==> src/rtl/gdda_pkg.sv <==
// shared constants, field offsets and types for the grid ray dda traversal block
// no dependencies; imported by grid_ray_dda_traversal and gdda_arith
`default_nettype none

package gdda_pkg;

	localparam int MAP_DIM   = 64;
	localparam int MAX_STEPS = 128;

	localparam int MAP_DEPTH = MAP_DIM * MAP_DIM;
	localparam int MAP_AW    = $clog2(MAP_DEPTH);
	localparam int CNT_W     = $clog2(MAX_STEPS + 1);
	localparam int COORD_RAW = $clog2(MAP_DIM + MAX_STEPS) + 1;
	localparam int COORD_W   = (COORD_RAW > 10) ? COORD_RAW : 10;

	localparam int SIDE_W  = 40;
	localparam int DELTA_W = 32;
	localparam int DIST_W  = 17;
	localparam int PROD_W  = DIST_W + DELTA_W;
	localparam int FRAC_W  = 16;
	localparam int ORG_W   = 22;
	localparam int CELL_W  = 6;
	localparam int OUT_C_W = 9;

	localparam logic [SIDE_W-1:0]  SIDE_MAX  = '1;
	localparam logic [DELTA_W-1:0] DELTA_INF = '1;

	// configuration port
	localparam int CFG_IDX_W  = 1;
	localparam int CFG_DATA_W = 7;
	localparam logic [CFG_IDX_W-1:0] REG_MAP_WIDTH  = 1'd0;
	localparam logic [CFG_IDX_W-1:0] REG_MAP_HEIGHT = 1'd1;
	localparam logic [CFG_DATA_W-1:0] MAP_SIZE_RST  = 7'd64;

	// request kinds on tuser
	localparam logic KIND_WRITE = 1'b0;
	localparam logic KIND_RAY   = 1'b1;

	// input tdata layout
	localparam int S_TDATA_W = 128;
	localparam int OFS_COL   = 0;
	localparam int OFS_ROW   = 6;
	localparam int OFS_WALL  = 12;
	localparam int OFS_OX    = 13;
	localparam int OFS_OY    = 35;
	localparam int OFS_NX    = 57;
	localparam int OFS_NY    = 58;
	localparam int OFS_DX    = 59;
	localparam int OFS_DY    = 91;
	localparam int S_USED_W  = 123;

	// output tdata layout
	localparam int M_TDATA_W = 104;
	localparam int M_USED_W  = 100;

	typedef struct packed {
		logic mul_en;
		logic mul_sel_y;
		logic load_x;
		logic load_y;
		logic step;
	} gdda_cmd_t;

endpackage

`default_nettype wire

==> src/rtl/gdda_arith.sv <==
// shared arithmetic unit: one multiplier for the start side distances and one
// saturating add and compare for every traversal step; depends on gdda_pkg
`default_nettype none

module gdda_arith (
	input  logic                          clk,
	input  gdda_pkg::gdda_cmd_t           cmd,
	input  logic [gdda_pkg::DIST_W-1:0]   dist_x,
	input  logic [gdda_pkg::DIST_W-1:0]   dist_y,
	input  logic [gdda_pkg::DELTA_W-1:0]  delta_x,
	input  logic [gdda_pkg::DELTA_W-1:0]  delta_y,
	output logic [gdda_pkg::SIDE_W-1:0]   side_x,
	output logic [gdda_pkg::SIDE_W-1:0]   side_y,
	output logic                          step_y
);
	import gdda_pkg::*;

	logic [PROD_W-1:0]  prod_s1;
	logic [DIST_W-1:0]  mul_a;
	logic [DELTA_W-1:0] mul_b;
	logic [SIDE_W-1:0]  start_val;
	logic [SIDE_W-1:0]  side_x_q;
	logic [SIDE_W-1:0]  side_y_q;
	logic [SIDE_W-1:0]  add_side;
	logic [DELTA_W-1:0] add_delta;
	logic [SIDE_W:0]    add_sum;
	logic [SIDE_W-1:0]  add_res;

	assign mul_a = cmd.mul_sel_y ? dist_y : dist_x;
	assign mul_b = cmd.mul_sel_y ? delta_y : delta_x;

	assign start_val = SIDE_W'(prod_s1[PROD_W-1:FRAC_W]);

	// tie steps along y
	assign step_y    = !(side_x_q < side_y_q);
	assign add_side  = step_y ? side_y_q : side_x_q;
	assign add_delta = step_y ? delta_y : delta_x;
	assign add_sum   = {1'b0, add_side} + (SIDE_W + 1)'(add_delta);
	assign add_res   = (add_delta == DELTA_INF || add_sum[SIDE_W]) ? SIDE_MAX
		: add_sum[SIDE_W-1:0];

	always_ff @(posedge clk) begin
		if (cmd.mul_en) begin
			prod_s1 <= PROD_W'(mul_a) * PROD_W'(mul_b);
		end
		if (cmd.load_x) begin
			side_x_q <= (delta_x == DELTA_INF) ? SIDE_MAX : start_val;
		end else if (cmd.step && !step_y) begin
			side_x_q <= add_res;
		end
		if (cmd.load_y) begin
			side_y_q <= (delta_y == DELTA_INF) ? SIDE_MAX : start_val;
		end else if (cmd.step && step_y) begin
			side_y_q <= add_res;
		end
	end

	assign side_x = side_x_q;
	assign side_y = side_y_q;

endmodule

`default_nettype wire
==> config.mk <==
export PLATFORM = sky130hd
export DESIGN_NAME = gdda_arith
export DESIGN_NICKNAME = d
export VERILOG_FILES = /design/src/rtl/gdda_pkg.sv /design/src/rtl/gdda_arith.sv
export SDC_FILE = /design/constraint.sdc
export NUM_CORES = 2
export LEC_CHECK = 0
export BUFFER_PORTS_ARGS = -buffer_cell sky130_fd_sc_hd__buf_2
export CAP_MARGIN = 20
export CORE_ASPECT_RATIO = 0.5
export CORE_MARGIN = 1.5
export CORE_UTILIZATION = 65
export DETAILED_ROUTE_END_ITERATION = 10
export PLACE_DENSITY = 0.85
export SLEW_MARGIN = 20
export SYNTH_ARGS = -nofsm -noshare
export SYNTH_HDL_FRONTEND = slang
export SYNTH_SLANG_ARGS = --single-unit
==> constraint.sdc <==
create_clock -name clk -period 13.2 [get_ports clk]
set_input_delay 1.32 -clock clk [delete_from_list [all_inputs] [get_ports clk]]
set_output_delay 1.32 -clock clk [all_outputs]
set_load 0.005 [all_outputs]
==> metrics <==
number of flops mapped to enable cells by yosys=113; Core Box Area=37790 µm²; Critical Path RT=13.38 ns; sequential area share after synthesis=13.48%; cts bufs inserted=17; synth-to-layout area growth=8.272%; nets@finish=3660; Via density=6.278; mean post-synth cell area=9.041 µm²; Slew HR=28.85%; outcome=complete, no violations; Sum Neg Setup Slack=0 ns; Cell variety after synth=66; synthesized area=25170 µm²; Area contributors post-synth=fa_1 (36%), edfxtp_1 (13%), ha_1 (9.5%); Routed Wire Length=80200 µm; Max Slew Vio Count=0; gp weighted congestion=1.050; Post-CTS Resized=0; die area=39980 µm²; Die X-Extent=281.3 µm; Initial DRC Count=2607; CP max FO=41; Mapped Nets=3528; Vias=21660; Tcrit/Tclk final=67.05%; Final min period=8.851 ns; Setup Crit Path Kind=in -> reg; total gr overflow=0; count of final setup violators=0; Mapped Cells=2784; crit-path cells=buf_4 > buf_4 > mux2i_1 > nor2_1 > fa_1 > inv_1 > fa_1 > fa_1 > inv_1 > ha_1 > fa_1 > fa_1 > ha_1 > a2111oi_0 > o21ai_0 > o21ai_0 > o21ai_0 > buf_2 > a31o_2 > o21ai_0 > o21ai_0 > a21oi_1 > xnor2_1; Site Rows=50; first-pass GRT wire length=123200 µm; Max-Cap Viols=0; share of layout cells above drive strength 1=12.36%; Buffers on Ports=184; postcts setup bufs=0; post-synth top area cell=fa_1; ys flop type=edfxtp_1; most frequent cell after synthesis=inv_1; Worst setup EP type=register; top-area cell type share of the netlist area=35.63%; All-Layer GR Usage=41.15%; Hold-fix buffers, CTS=0; DP HPWL=63330 µm; Worst-Skew Late Latency=0.44 ns; Hold WC Path Type=reg -> reg; Clock Pin Slew Worst Setup and Hold Paths=0.06 ns; Seq cells post-synth=113; Warnings, synthesis=0; chip height=142.1 µm; DR WL/cell=23.25 µm; share of synthesized registers carrying an async set or reset=0%; Slowest-stage cell, CP=mux2i_1; Sequential Area=3393 µm²; worst clock skew=0.009727 ns; CP max stage delay=0.70 ns; Setup crit start kind=primary input; worst slew pin tran=1.058 ns; Initial Util=66.61%; area of the multi-input gates=19430 µm²; RSZ-0062 raised after global routing=no; largest net degree at the start of global routing=51; # IOs=185; CTS tree=yes; CTS root buf=clkbuf_16; commonest cells in the netlist=inv_1 (524), nand2_1 (479), fa_1 (448), nor2_1 (250), ha_1 (192); drt drc=0; 1st-pass router iterations=8; Max H-tree Level=4; WP data arrival=9.03 ns; vias in the first global route=22229; fmax=113.0 MHz; final count of hold timing violations=0; Detail Route Antenna Nets=0; CTS max path bufs=2; Hold Slack=0.5921 ns; initial antenna violation count=2; FILL cells=2803; clk sinks=113
==> path summary, 6_finish.rpt <==
check / endpoint / from / slack, ns / depth (start not counted)
setup / recovery: prod_s1[32] / cmd[3] / 4.35 / 23
setup reg to reg: side_y[20] / side_x[25] / 5.52 / 24
hold reg to reg: side_y[15] / prod_s1[31] / 0.59 / 1
hold / removal: side_y[15] / prod_s1[31] / 0.59 / 1
==> kinds of logic (layout without fill, tap and decap cells) <==
| group | count (synthesis) | in the layout | synth area share, % |
|---|---|---|---|
| flip-flops | 113 | 113 | 13.48 |
| multiplexers | 130 | 130 | 5.572 |
| adder cells (fa/ha/maj) | 640 | 640 | 45.18 |
| buffers and inverters | 629 | 774 | 9.504 |
| AND/OR/NAND/NOR | 872 | 872 | 14.24 |
| other | 0 | 1 | 0 |
| XOR/XNOR | 69 | 69 | 2.401 |
| AO/OA/AOI/OAI | 331 | 331 | 9.629 |
==> worst max-delay path, delay by kind of cell <==
family                   cells  cell delay, ns
buffers and inverters        5            1.36
AND/OR/NAND/NOR              1            0.14
adder cells (fa/ha/maj)      7            3.08
AO/OA/AOI/OAI                8            2.29
XOR/XNOR                     1            0.09
multiplexers                 1            0.70
==> state kept, by name, summed over array words and instances (netlist names) <==
signal,cells
prod_s1,33
side_y,40
side_x,40
==> cell usage in the layout (no fill, tap or decap), types with 47 or more instances in the layout <==
master / n
inv_1: 524
nand2_1: 479
fa_1: 448
nor2_1: 250
ha_1: 192
buf_2: 184
edfxtp_1: 113
mux2_2: 81
a21oi_1: 77
o22a_1: 62
xnor2_1: 47
==> metal layers <==
layer / vias up / part of all wire [%] / track usage [%]
met2: 1645 / 44 / 64.04
met5: - / 0.015 / 0
met4: 2 / 5.0 / 17.97
li1: 9166 / - / -
met1: 10532 / 36 / 52.44
met3: 315 / 15 / 14.46
==> area by class of cell <==
cell class | instances | area share [%]
clock buffers | 17 | 1.561
diodes | 1 | 0.009182
inverters | 524 | 7.217
clock inverters | 15 | 0.7208
well taps | 520 | 2.387
flip-flops and latches | 113 | 12.45
multi-input cells | 2042 | 71.29
repair buffers | 218 | 4.362
==> through the flow <==
stage / setup slack [ns] / area [µm²] / instances / utilization (%)
after global routing: 3.875 / 27250 / 3449 / 72.12
after CTS: 4.219 / 27220 / 3447 / 72.03
after floorplan: 4.893 / 25170 / 2784 / -
after global placement: 3.830 / 26590 / 3415 / 70.38
after detailed placement: 3.827 / 26600 / 3415 / 70.39
final: 4.349 / 27250 / 3450 / 72.12
Power is left out: the tool's default activity adds up to more than one toggle a clock period on the data nets, which glitch-free logic cannot reach.
